===== config.mk =====
export PLATFORM = sky130hd
export DESIGN_NAME = console_line_editor
export DESIGN_NICKNAME = d
export VERILOG_FILES = /design/src/design/cle_pkg.sv /design/src/design/cle_ram.sv /design/src/design/cle_cmd_fifo.sv /design/src/design/cle_front.sv /design/src/design/cle_back.sv /design/src/design/console_line_editor.sv
export SDC_FILE = /design/constraint.sdc
export NUM_CORES = 1
export LEC_CHECK = 0
export BUFFER_PORTS_ARGS = -buffer_cell sky130_fd_sc_hd__buf_4
export CORE_MARGIN = 5
export CORE_UTILIZATION = 50
export DETAILED_ROUTE_END_ITERATION = 16
export PLACE_DENSITY = 0.66
export SYNTH_ARGS = -nofsm -noshare
export SYNTH_HDL_FRONTEND = slang
export SYNTH_SLANG_ARGS = --single-unit

===== constraint.sdc =====
create_clock -name clock -period 4.2 [get_ports clock]
set_input_delay 0.42 -clock clock [delete_from_list [all_inputs] [get_ports clock]]
set_output_delay 0.42 -clock clock [all_outputs]
set_load 0.1 [all_outputs]

===== src/design/cle_pkg.sv =====
// cle_pkg: shared constants, codes and types for the console line editor.
// No dependencies; every other file but cle_ram imports it.
package cle_pkg;

   // Line geometry: the store keeps LINE_LENGTH-1 characters.
   localparam int LINE_LENGTH = 64;
   localparam int STORE_DEPTH = LINE_LENGTH - 1;
   localparam int CURSOR_W    = $clog2(LINE_LENGTH);
   localparam int STORE_AW    = (STORE_DEPTH > 1) ? $clog2(STORE_DEPTH) : 1;

   // Field widths.
   localparam int RX_W       = 8;
   localparam int CHAR_W     = 7;
   localparam int KIND_W     = 3;
   localparam int CSR_IDX_W  = 1;
   localparam int CSR_DATA_W = 1;

   // Command queue between front and back.
   localparam int CMD_QUEUE_DEPTH = 4;
   localparam int CMD_QUEUE_AW    = $clog2(CMD_QUEUE_DEPTH);

   // Register indexes.
   localparam logic [CSR_IDX_W-1:0] CSR_ECHO_ENABLE   = 1'd0;
   localparam logic [CSR_IDX_W-1:0] CSR_LINE_DELIVERY = 1'd1;

   // Result kinds.
   localparam logic [KIND_W-1:0] KIND_ECHO    = 3'd0;
   localparam logic [KIND_W-1:0] KIND_BELL    = 3'd1;
   localparam logic [KIND_W-1:0] KIND_NEWLINE = 3'd2;
   localparam logic [KIND_W-1:0] KIND_LINE    = 3'd3;
   localparam logic [KIND_W-1:0] KIND_EMPTY   = 3'd4;

   // Received byte codes.
   localparam logic [RX_W-1:0] RX_BS       = 8'd8;
   localparam logic [RX_W-1:0] RX_LF       = 8'd10;
   localparam logic [RX_W-1:0] RX_CR       = 8'd13;
   localparam logic [RX_W-1:0] RX_DEL      = 8'd127;
   localparam logic [RX_W-1:0] RX_PRINT_LO = 8'h20;
   localparam logic [RX_W-1:0] RX_PRINT_HI = 8'h7E;

   // Echoed characters of the erase sequence, and the empty byte of other results.
   localparam logic [CHAR_W-1:0] CH_BS    = 7'd8;
   localparam logic [CHAR_W-1:0] CH_SPACE = 7'd32;
   localparam logic [CHAR_W-1:0] CH_NONE  = 7'd0;

   typedef enum logic [1:0] {
      CMD_ECHO,
      CMD_BELL,
      CMD_ERASE,
      CMD_ENTER
   } cmd_op_type;

   // One queued command: what the back end has to emit.
   typedef struct packed {
      cmd_op_type          op;
      logic [CHAR_W-1:0]   ch;
      logic                deliver;
      logic [CURSOR_W-1:0] len;
   } cmd_type;

   typedef enum logic [2:0] {
      B_IDLE,
      B_ERASE_SP,
      B_ERASE_BS,
      B_EMPTY,
      B_LINE_WAIT,
      B_LINE
   } back_state_type;

endpackage


===== src/design/cle_ram.sv =====
// cle_ram: generic single-write, single-read RAM with registered read data.
// No dependencies.
module cle_ram #(
   parameter int WIDTH = 8,
   parameter int DEPTH = 16
) (
   input  logic                                           clock,
   input  logic                                           we,
   input  logic [((DEPTH > 1) ? $clog2(DEPTH) : 1)-1:0]   waddr,
   input  logic [WIDTH-1:0]                               wdata,
   input  logic [((DEPTH > 1) ? $clog2(DEPTH) : 1)-1:0]   raddr,
   output logic [WIDTH-1:0]                               rdata
);

   logic [WIDTH-1:0] mem [DEPTH];
   logic [WIDTH-1:0] rdata_ff;

   always_ff @(posedge clock) begin
      if (we) begin
         mem[waddr] <= wdata;
      end
      rdata_ff <= mem[raddr];
   end

   assign rdata = rdata_ff;

endmodule


===== src/design/cle_cmd_fifo.sv =====
// cle_cmd_fifo: short show-ahead command queue between front and back end.
// Depends on cle_pkg.
module cle_cmd_fifo import cle_pkg::*; (
   input  logic    clock,
   input  logic    reset,
   input  logic    push,
   input  cmd_type push_data,
   output logic    full,
   input  logic    pop,
   output cmd_type head,
   output logic    empty
);

   cmd_type                 entry_ff [CMD_QUEUE_DEPTH];
   logic [CMD_QUEUE_AW-1:0] wr_ptr_ff, wr_ptr_in;
   logic [CMD_QUEUE_AW-1:0] rd_ptr_ff, rd_ptr_in;
   logic [CMD_QUEUE_AW:0]   count_ff, count_in;
   logic                    do_push, do_pop;

   assign full    = (count_ff == (CMD_QUEUE_AW+1)'(CMD_QUEUE_DEPTH));
   assign empty   = (count_ff == '0);
   assign do_push = push & ~full;
   assign do_pop  = pop & ~empty;
   assign head    = entry_ff[rd_ptr_ff];

   always_comb begin
      wr_ptr_in = do_push ? wr_ptr_ff + CMD_QUEUE_AW'(1) : wr_ptr_ff;
      rd_ptr_in = do_pop  ? rd_ptr_ff + CMD_QUEUE_AW'(1) : rd_ptr_ff;
      count_in  = count_ff;
      if (do_push && !do_pop) begin
         count_in = count_ff + (CMD_QUEUE_AW+1)'(1);
      end else if (do_pop && !do_push) begin
         count_in = count_ff - (CMD_QUEUE_AW+1)'(1);
      end
   end

   always_ff @(posedge clock) begin
      if (reset) begin
         wr_ptr_ff <= '0;
         rd_ptr_ff <= '0;
         count_ff  <= '0;
      end else begin
         wr_ptr_ff <= wr_ptr_in;
         rd_ptr_ff <= rd_ptr_in;
         count_ff  <= count_in;
      end
   end

   always_ff @(posedge clock) begin
      if (do_push) begin
         entry_ff[wr_ptr_ff] <= push_data;
      end
   end

endmodule


===== src/design/cle_front.sv =====
// cle_front: accepts received bytes, classifies them, edits cursor and line
// store, and queues commands for the back end. Depends on cle_pkg.
module cle_front import cle_pkg::*; (
   input  logic                      clock,
   input  logic                      reset,
   input  logic                      req_valid,
   output logic                      req_stall,
   input  logic [RX_W-1:0]           req_rx_byte,
   input  logic                      csr_write_enable,
   input  logic [CSR_IDX_W-1:0]      csr_index,
   input  logic [CSR_DATA_W-1:0]     csr_write_data,
   output logic                      cmd_push,
   output cmd_type                   cmd_data,
   input  logic                      cmd_full,
   input  logic                      line_done,
   output logic                      ram_we,
   output logic [STORE_AW-1:0]       ram_waddr,
   output logic [CHAR_W-1:0]         ram_wdata
);

   logic                echo_ff, echo_in;
   logic                deliver_ff, deliver_in;
   logic [CURSOR_W-1:0] cursor_ff, cursor_in;
   logic                line_busy_ff, line_busy_in;
   logic                accept, is_enter, is_print, is_erase, store_full;

   assign is_enter   = (req_rx_byte == RX_LF) || (req_rx_byte == RX_CR);
   assign is_print   = (req_rx_byte >= RX_PRINT_LO) && (req_rx_byte <= RX_PRINT_HI);
   assign is_erase   = (req_rx_byte == RX_DEL) || (req_rx_byte == RX_BS);
   assign store_full = (cursor_ff == CURSOR_W'(STORE_DEPTH));

   // Hold off input while the command queue is full or a line is being read out of the store.
   assign req_stall = cmd_full | line_busy_ff;
   assign accept    = req_valid & ~req_stall;

   assign ram_waddr = cursor_ff[STORE_AW-1:0];
   assign ram_wdata = req_rx_byte[CHAR_W-1:0];

   always_comb begin
      echo_in    = echo_ff;
      deliver_in = deliver_ff;
      if (csr_write_enable) begin
         if (csr_index == CSR_ECHO_ENABLE) begin
            echo_in = csr_write_data[0];
         end
         if (csr_index == CSR_LINE_DELIVERY) begin
            deliver_in = csr_write_data[0];
         end
      end
   end

   always_comb begin
      cursor_in        = cursor_ff;
      line_busy_in     = line_busy_ff & ~line_done;
      cmd_push         = 1'b0;
      ram_we           = 1'b0;
      cmd_data.op      = CMD_ECHO;
      cmd_data.ch      = req_rx_byte[CHAR_W-1:0];
      cmd_data.deliver = deliver_ff;
      cmd_data.len     = cursor_ff;
      priority if (accept && is_enter) begin
         cmd_push    = 1'b1;
         cmd_data.op = CMD_ENTER;
         cursor_in   = '0;
         if (deliver_ff && (cursor_ff != '0)) begin
            line_busy_in = 1'b1;
         end
      end else if (accept && is_print && store_full) begin
         cmd_push    = 1'b1;
         cmd_data.op = CMD_BELL;
      end else if (accept && is_print) begin
         ram_we      = 1'b1;
         cursor_in   = cursor_ff + CURSOR_W'(1);
         cmd_push    = echo_ff;
         cmd_data.op = CMD_ECHO;
      end else if (accept && is_erase && (cursor_ff != '0)) begin
         cursor_in   = cursor_ff - CURSOR_W'(1);
         cmd_push    = echo_ff;
         cmd_data.op = CMD_ERASE;
      end else begin
         cmd_push = 1'b0;
      end
   end

   always_ff @(posedge clock) begin
      if (reset) begin
         echo_ff      <= 1'b1;
         deliver_ff   <= 1'b0;
         cursor_ff    <= '0;
         line_busy_ff <= 1'b0;
      end else begin
         echo_ff      <= echo_in;
         deliver_ff   <= deliver_in;
         cursor_ff    <= cursor_in;
         line_busy_ff <= line_busy_in;
      end
   end

   a_busy_stalls: assert property (@(posedge clock) disable iff (reset)
      line_busy_ff |-> req_stall)
      else $error("input taken during line readout");

   a_enter_clears: assert property (@(posedge clock) disable iff (reset)
      (accept && is_enter) |=> (cursor_ff == '0))
      else $error("cursor not cleared by enter");

   a_cursor_range: assert property (@(posedge clock) disable iff (reset)
      cursor_ff <= CURSOR_W'(STORE_DEPTH))
      else $error("cursor beyond store");

endmodule


===== src/design/cle_back.sv =====
// cle_back: pops queued commands and emits result transactions through an
// output register; reads the line store for delivery. Depends on cle_pkg.
module cle_back import cle_pkg::*; (
   input  logic                  clock,
   input  logic                  reset,
   input  cmd_type               cmd_head,
   input  logic                  cmd_empty,
   output logic                  cmd_pop,
   output logic [STORE_AW-1:0]   ram_raddr,
   input  logic [CHAR_W-1:0]     ram_rdata,
   output logic                  line_done,
   output logic                  rsp_valid,
   input  logic                  rsp_stall,
   output logic [KIND_W-1:0]     rsp_kind,
   output logic [CHAR_W-1:0]     rsp_out_byte,
   output logic                  rsp_last
);

   back_state_type      state_ff, state_in;
   cmd_type             cmd_ff, cmd_in;
   logic [CURSOR_W-1:0] idx_ff, idx_in;
   logic                rsp_valid_ff, rsp_valid_in;
   logic [KIND_W-1:0]   rsp_kind_ff, rsp_kind_in;
   logic [CHAR_W-1:0]   rsp_byte_ff, rsp_byte_in;
   logic                rsp_last_ff, rsp_last_in;
   logic                out_free, load, line_last;

   assign out_free  = ~rsp_valid_ff | ~rsp_stall;
   assign line_last = (idx_ff == (cmd_ff.len - CURSOR_W'(1)));
   assign ram_raddr = idx_ff[STORE_AW-1:0];

   // Next state.
   always_comb begin
      state_in = state_ff;
      unique case (state_ff)
         B_IDLE: begin
            if (!cmd_empty && out_free) begin
               unique case (cmd_head.op)
                  CMD_ERASE: state_in = B_ERASE_SP;
                  CMD_ENTER: begin
                     if (cmd_head.deliver) begin
                        state_in = (cmd_head.len == '0) ? B_EMPTY : B_LINE_WAIT;
                     end
                  end
                  default:   state_in = B_IDLE;
               endcase
            end
         end
         B_ERASE_SP:  state_in = out_free ? B_ERASE_BS : B_ERASE_SP;
         B_ERASE_BS:  state_in = out_free ? B_IDLE : B_ERASE_BS;
         B_EMPTY:     state_in = out_free ? B_IDLE : B_EMPTY;
         B_LINE_WAIT: state_in = B_LINE;
         B_LINE: begin
            if (out_free) begin
               state_in = line_last ? B_IDLE : B_LINE_WAIT;
            end
         end
         default:     state_in = B_IDLE;
      endcase
   end

   // Outputs and datapath.
   always_comb begin
      cmd_pop     = 1'b0;
      cmd_in      = cmd_ff;
      idx_in      = idx_ff;
      load        = 1'b0;
      line_done   = 1'b0;
      rsp_kind_in = rsp_kind_ff;
      rsp_byte_in = rsp_byte_ff;
      rsp_last_in = rsp_last_ff;
      unique case (state_ff)
         B_IDLE: begin
            if (!cmd_empty && out_free) begin
               cmd_pop = 1'b1;
               cmd_in  = cmd_head;
               idx_in  = '0;
               load    = 1'b1;
               unique case (cmd_head.op)
                  CMD_ECHO: begin
                     rsp_kind_in = KIND_ECHO;
                     rsp_byte_in = cmd_head.ch;
                     rsp_last_in = 1'b1;
                  end
                  CMD_BELL: begin
                     rsp_kind_in = KIND_BELL;
                     rsp_byte_in = CH_NONE;
                     rsp_last_in = 1'b1;
                  end
                  CMD_ERASE: begin
                     rsp_kind_in = KIND_ECHO;
                     rsp_byte_in = CH_BS;
                     rsp_last_in = 1'b0;
                  end
                  CMD_ENTER: begin
                     rsp_kind_in = KIND_NEWLINE;
                     rsp_byte_in = CH_NONE;
                     rsp_last_in = ~cmd_head.deliver;
                  end
                  default: begin
                     load = 1'b0;
                  end
               endcase
            end
         end
         B_ERASE_SP: begin
            load        = out_free;
            rsp_kind_in = KIND_ECHO;
            rsp_byte_in = CH_SPACE;
            rsp_last_in = 1'b0;
         end
         B_ERASE_BS: begin
            load        = out_free;
            rsp_kind_in = KIND_ECHO;
            rsp_byte_in = CH_BS;
            rsp_last_in = 1'b1;
         end
         B_EMPTY: begin
            load        = out_free;
            rsp_kind_in = KIND_EMPTY;
            rsp_byte_in = CH_NONE;
            rsp_last_in = 1'b1;
         end
         B_LINE_WAIT: begin
            load = 1'b0;
         end
         B_LINE: begin
            load        = out_free;
            rsp_kind_in = KIND_LINE;
            rsp_byte_in = ram_rdata;
            rsp_last_in = line_last;
            if (out_free) begin
               idx_in    = idx_ff + CURSOR_W'(1);
               line_done = line_last;
            end
         end
         default: begin
            load = 1'b0;
         end
      endcase
   end

   assign rsp_valid_in = load | (rsp_valid_ff & rsp_stall);

   always_ff @(posedge clock) begin
      if (reset) begin
         state_ff     <= B_IDLE;
         rsp_valid_ff <= 1'b0;
         idx_ff       <= '0;
      end else begin
         state_ff     <= state_in;
         rsp_valid_ff <= rsp_valid_in;
         idx_ff       <= idx_in;
      end
   end

   always_ff @(posedge clock) begin
      cmd_ff <= cmd_in;
      if (load) begin
         rsp_kind_ff <= rsp_kind_in;
         rsp_byte_ff <= rsp_byte_in;
         rsp_last_ff <= rsp_last_in;
      end
   end

   assign rsp_valid    = rsp_valid_ff;
   assign rsp_kind     = rsp_kind_ff;
   assign rsp_out_byte = rsp_byte_ff;
   assign rsp_last     = rsp_last_ff;

   a_wait_then_line: assert property (@(posedge clock) disable iff (reset)
      (state_ff == B_LINE_WAIT) |=> (state_ff == B_LINE))
      else $error("read wait not followed by line byte");

   a_done_is_last: assert property (@(posedge clock) disable iff (reset)
      line_done |=> (rsp_valid_ff && rsp_last_ff && (rsp_kind_ff == KIND_LINE)))
      else $error("line end without last line byte");

   a_pop_only_idle: assert property (@(posedge clock) disable iff (reset)
      cmd_pop |-> ((state_ff == B_IDLE) && !cmd_empty && load))
      else $error("command popped outside idle");

endmodule


===== src/design/console_line_editor.sv =====
// console_line_editor: top level of the serial console line editor.
// Depends on cle_pkg, cle_front, cle_cmd_fifo, cle_back and cle_ram.
//
// Takes one received byte per req_ transaction and edits a line of up to
// LINE_LENGTH-1 (63) characters. Printable bytes 0x20..0x7E are stored and,
// with echo_enable set, echoed; a full line answers with a bell. Backspace
// (8) and delete (127) drop the last character and, with echo_enable set,
// echo BS, space, BS. LF or CR emit a newline marker and, with
// line_delivery_enable set, the stored line one byte per rsp_ transaction
// (or one empty-line item), then clear the line. Every input that produces
// results marks its final result with rsp_last; ignored bytes produce
// nothing. Timing: the front end takes a byte whenever its 4-entry command
// queue has room and no line readout is under way, so typing runs at one
// byte per clock while the output side keeps up. Each result leaves through
// the output register at one per clock while rsp_stall is low, except line
// bytes, which each pass through B_LINE_WAIT for the registered read of the
// line store RAM. After an enter with a non-empty line and delivery on,
// req_stall stays high until the last line byte has been loaded, also
// waiting out any rsp_ stall and any commands queued ahead of the enter.
// Configuration writes through csr_ take effect on the next clock and are
// expected while the block is idle. No clearing pass is needed after reset.
module console_line_editor import cle_pkg::*; (
   input  logic                  clock,
   input  logic                  reset,
   // Received byte channel
   input  logic                  req_valid,
   output logic                  req_stall,
   input  logic [RX_W-1:0]       req_rx_byte,
   // Result channel
   output logic                  rsp_valid,
   input  logic                  rsp_stall,
   output logic [KIND_W-1:0]     rsp_kind,
   output logic [CHAR_W-1:0]     rsp_out_byte,
   output logic                  rsp_last,
   // Register write port
   input  logic                  csr_write_enable,
   input  logic [CSR_IDX_W-1:0]  csr_index,
   input  logic [CSR_DATA_W-1:0] csr_write_data
);

   cmd_type             cmd_push_data, cmd_head;
   logic                cmd_push, cmd_full, cmd_pop, cmd_empty;
   logic                line_done;
   logic                ram_we;
   logic [STORE_AW-1:0] ram_waddr, ram_raddr;
   logic [CHAR_W-1:0]   ram_wdata, ram_rdata;

   // Front end: classification, cursor and store writes.
   cle_front u_front (
      .clock            (clock),
      .reset            (reset),
      .req_valid        (req_valid),
      .req_stall        (req_stall),
      .req_rx_byte      (req_rx_byte),
      .csr_write_enable (csr_write_enable),
      .csr_index        (csr_index),
      .csr_write_data   (csr_write_data),
      .cmd_push         (cmd_push),
      .cmd_data         (cmd_push_data),
      .cmd_full         (cmd_full),
      .line_done        (line_done),
      .ram_we           (ram_we),
      .ram_waddr        (ram_waddr),
      .ram_wdata        (ram_wdata)
   );

   // Command queue decoupling the two halves.
   cle_cmd_fifo u_fifo (
      .clock     (clock),
      .reset     (reset),
      .push      (cmd_push),
      .push_data (cmd_push_data),
      .full      (cmd_full),
      .pop       (cmd_pop),
      .head      (cmd_head),
      .empty     (cmd_empty)
   );

   // Line store; written by the front end, read during line readout.
   cle_ram #(
      .WIDTH (CHAR_W),
      .DEPTH (STORE_DEPTH)
   ) u_store (
      .clock (clock),
      .we    (ram_we),
      .waddr (ram_waddr),
      .wdata (ram_wdata),
      .raddr (ram_raddr),
      .rdata (ram_rdata)
   );

   // Back end: expands commands into result transactions.
   cle_back u_back (
      .clock        (clock),
      .reset        (reset),
      .cmd_head     (cmd_head),
      .cmd_empty    (cmd_empty),
      .cmd_pop      (cmd_pop),
      .ram_raddr    (ram_raddr),
      .ram_rdata    (ram_rdata),
      .line_done    (line_done),
      .rsp_valid    (rsp_valid),
      .rsp_stall    (rsp_stall),
      .rsp_kind     (rsp_kind),
      .rsp_out_byte (rsp_out_byte),
      .rsp_last     (rsp_last)
   );

endmodule


==> flow_metrics.py <==
metrics = {
    "timing": {
        "period_share_pct": 80.9,
        "finalCriticalPeriod_ns": 3.40,
        "fin_setup_tns_ns": 0,
        "rsz0062_at_grt": "false",
        "slew_headroom_pct": 41.6,
        "finalClockSkew_ns": 0.00909,
        "fmax_mhz": 294,
        "tightest_slew_ns": 0.875,
        "drv_slew": 0,
        "hold_viol": 0,
        "setup_violations": 0,
    },
    "critical_path": {
        "crit_family": "simple AND/OR/NAND/NOR gates",
        "critical_path_buf_inv_count": 1,
        "cp_max_fo": 8,
        "start_kind": "register",
        "slowest_delay_ns": 0.72,
        "endpoint_kind": "register",
        "slowest_stage": "nor2_1",
        "required_ns": 4.42,
        "cp.arrival_ns": 3.62,
        "path_common_cell": "nor2_1",
        "crit_chain": "nor2_1 -> a211o_1 -> nor4_4 -> inv_2 -> nor2_1 -> nand3_1 -> nor2_1",
        "crit_type": "reg -> reg",
    },
    "grt": {
        "grtUsageMet2_pct": 30.9,
        "grt_pass1_wl_um": 72100,
        "top_usage_layer": "met2",
        "grt_pass1_vias": 11200,
        "gr-total-overflow": 0,
        "grt_usage_pct": 19.5,
        "antenna_found_initial": 1,
        "use_met3_pct": 5.13,
        "met1_usage_pct": 27.0,
        "grt_start_max_net_pins": 69,
    },
    "synthesis": {
        "synthTopCellsByArea": "edfxtp_1 70%, mux4_2 14%, dfxtp_1 3.1%, nor2_1 1.6%, mux2i_1 1.3%",
        "yosysTopAreaCell": "edfxtp_1",
        "yosysWarnings": 0,
        "async_reset_ff_share_pct": 0,
        "syn-cell-area_um2": 22300,
        "synth_fp_nets": 1172,
        "synth_area_per_cell_um2": 19.5,
        "synth_ff_type": "edfxtp_1",
        "synth_top_area_share_pct": 70.4,
        "synthCells": 1144,
        "ys_types": 60,
        "ys_ff_latch": 557,
        "synth_edf_count": 522,
        "seq_area_frac_synth_pct": 73.5,
    },
    "power_and_ir_drop": {
        "p_sw_share_pct": 25.8,
        "power.switching_w": 0.00326,
        "power.density_nw_per_um2": 509,
        "power_w": 0.0126,
        "p_int_w": 0.00938,
        "leakage_nw": 7.66,
        "combPwrFrac_pct": 13.3,
        "vdd_ir_drop_max_mv": 0.653,
        "seqPwrFrac_pct": 51.2,
        "p_clk_share_pct": 35.4,
    },
    "cells_and_area": {
        "fin_nets": 1238,
        "post_route_cells_drive_above_1_share_pct": 24.0,
        "final_common_cell": "edfxtp_1",
        "layout_common_cells": "522 x edfxtp_1, 142 x mux4_2, 93 x nor2_1",
        "fillers": 3360,
        "syn2layout_area_growth_pct": 11.5,
        "final_util_pct": 56.3,
    },
    "floorplan": {
        "initial_core_util_pct": 50.5,
        "fp-row-count": 77,
        "io_pins": 28,
        "die_y_um": 221,
        "core_area_um2": 44100,
        "die_w_um": 221,
        "dieArea_um2": 48900,
    },
    "routing": {
        "ant_nets": 0,
        "vias": 10800,
        "drt-initial-drc-count": 1167,
        "drc": 0,
        "drt_pre_antenna_iters": 5,
        "drt-total-wl_um": 47600,
        "viasPerCell": 5.90,
        "wl_per_cell_um": 25.9,
    },
    "cts": {
        "htree_levels": 2,
        "hold_buffers": 0,
        "clock_sinks": 557,
        "insertion_delay_ns": 0.59,
        "clock_path_buffers": 3,
        "cts_tree": "yes",
        "postCtsSetupRepairBufs": 0,
        "cts-root-buf": "clkbuf_16",
        "clk_pin_slew_worst_paths_ns": 0.06,
        "cts_resized": 0,
        "cts_buffers": 54,
    },
    "placed_design": {
        "gp_congestion": 0.846,
        "hpwl_um": 30100,
        "numPortBuffers": 27,
    },
    "flow_run": {
        "drv_cap": 0,
    },
    "hold_path": {
        "hold_path_class": "in -> reg",
    },
    "status": {
        "outcome": "completed",
    },
}
==> kinds of logic after synthesis <==
logic type / share of synthesized area [%]
flip-flops: 73.5
multiplexers: 15.7
adder cells (fa/ha/maj): 0.798
AO/OA/AOI/OAI: 2.72
buffers and inverters: 1.97
XOR/XNOR: 0.787
AND/OR/NAND/NOR: 4.44
==> routing by layer <==
metal	part of all wire, %	vias up
met3	7.5	88
met2	48	396
met4	3.1	0
li1	-	4739
met5	0	-
met1	41	5611
==> cells in the mapped netlist (2+ instances only) <==
| master | number |
|---|---|
| edfxtp_1 | 522 |
| mux4_2 | 142 |
| nor2_1 | 93 |
| nand2_1 | 46 |
| dfxtp_1 | 35 |
| mux2i_1 | 28 |
| a21oi_1 | 25 |
| inv_1 | 24 |
| o21ai_0 | 24 |
| nor2b_1 | 19 |
| clkbuf_1 | 17 |
| buf_2 | 16 |
| a211oi_1 | 14 |
| nand3_1 | 13 |
| xnor2_1 | 12 |
| ha_1 | 11 |
| buf_6 | 8 |
| nand2b_1 | 8 |
| nor3_1 | 8 |
| xor2_1 | 8 |
| buf_1 | 7 |
| or3_1 | 5 |
| a211oi_2 | 4 |
| a21o_1 | 4 |
| buf_4 | 4 |
| nand4_1 | 4 |
| a211o_1 | 3 |
| a31oi_1 | 2 |
| buf_12 | 2 |
| fa_1 | 2 |
| nor4_1 | 2 |
| o211ai_1 | 2 |
| o31ai_1 | 2 |
| or4_1 | 2 |
==> path summary, 6_finish.rpt <==
path / cells after the start / slack, ns / endpoint / start
max: 7 / 0.80 / u_store.mem[6][3] / u_fifo.count_ff[0]
min: 2 / 0.05 / u_front.echo_ff / csr_write_data
max reg2reg: 7 / 0.80 / u_store.mem[6][3] / u_fifo.count_ff[0]
min reg2reg: 2 / 0.52 / u_front.line_busy_ff / u_front.line_busy_ff
==> cell type report <==
cell class / instances / area [um^2] / area share, %
Sequential cell: 557 / 16400 / 66.0
Multi-Input combinational cell: 507 / 5460 / 22.0
Clock buffer: 69 / 1450 / 5.83
Tap cell: 592 / 741 / 2.98
Timing Repair Buffer: 65 / 551 / 2.22
Clock inverter: 21 / 161 / 0.650
Inverter: 25 / 93.8 / 0.378
Antenna cell: 1 / 2.50 / 0.0101
==> power groups by stage <==
stage,sequential (W),combinational (W),clock (W)
2_1_floorplan,0.00694,0.000865,0
3_3_place_gp,0.00659,0.00167,0
3_5_place_dp,0.00659,0.00169,0
4_1_cts,0.00648,0.00169,0.00458
5_1_grt,0.00650,0.00181,0.00482
6_report,0.00648,0.00169,0.00448
==> metrics by stage <==
stage	worst slack [ns]	hold WS (ns)	instance area, um^2	cells
6_report	0.801	0.0522	24800	1837
5_1_grt	0.624	0.0572	24800	1836
4_1_cts	0.871	0.0246	24800	1836
3_5_place_dp	0.889	0.505	23200	1746
3_3_place_gp	0.960	0.494	23200	1746
2_1_floorplan	1.16	0.475	22300	1144
==> state kept, by name (all words and copies together) (netlist names), 6 cells and up, named ones only <==
register	count
u_store.mem	441
u_back.cmd_ff	6
u_fifo.entry_ff	64
u_back.ram_raddr	6
u_back.rsp_out_byte	7
u_front.ram_waddr	6
u_store.rdata	7
No activity file was read; power rests on OpenSTA's default activity.
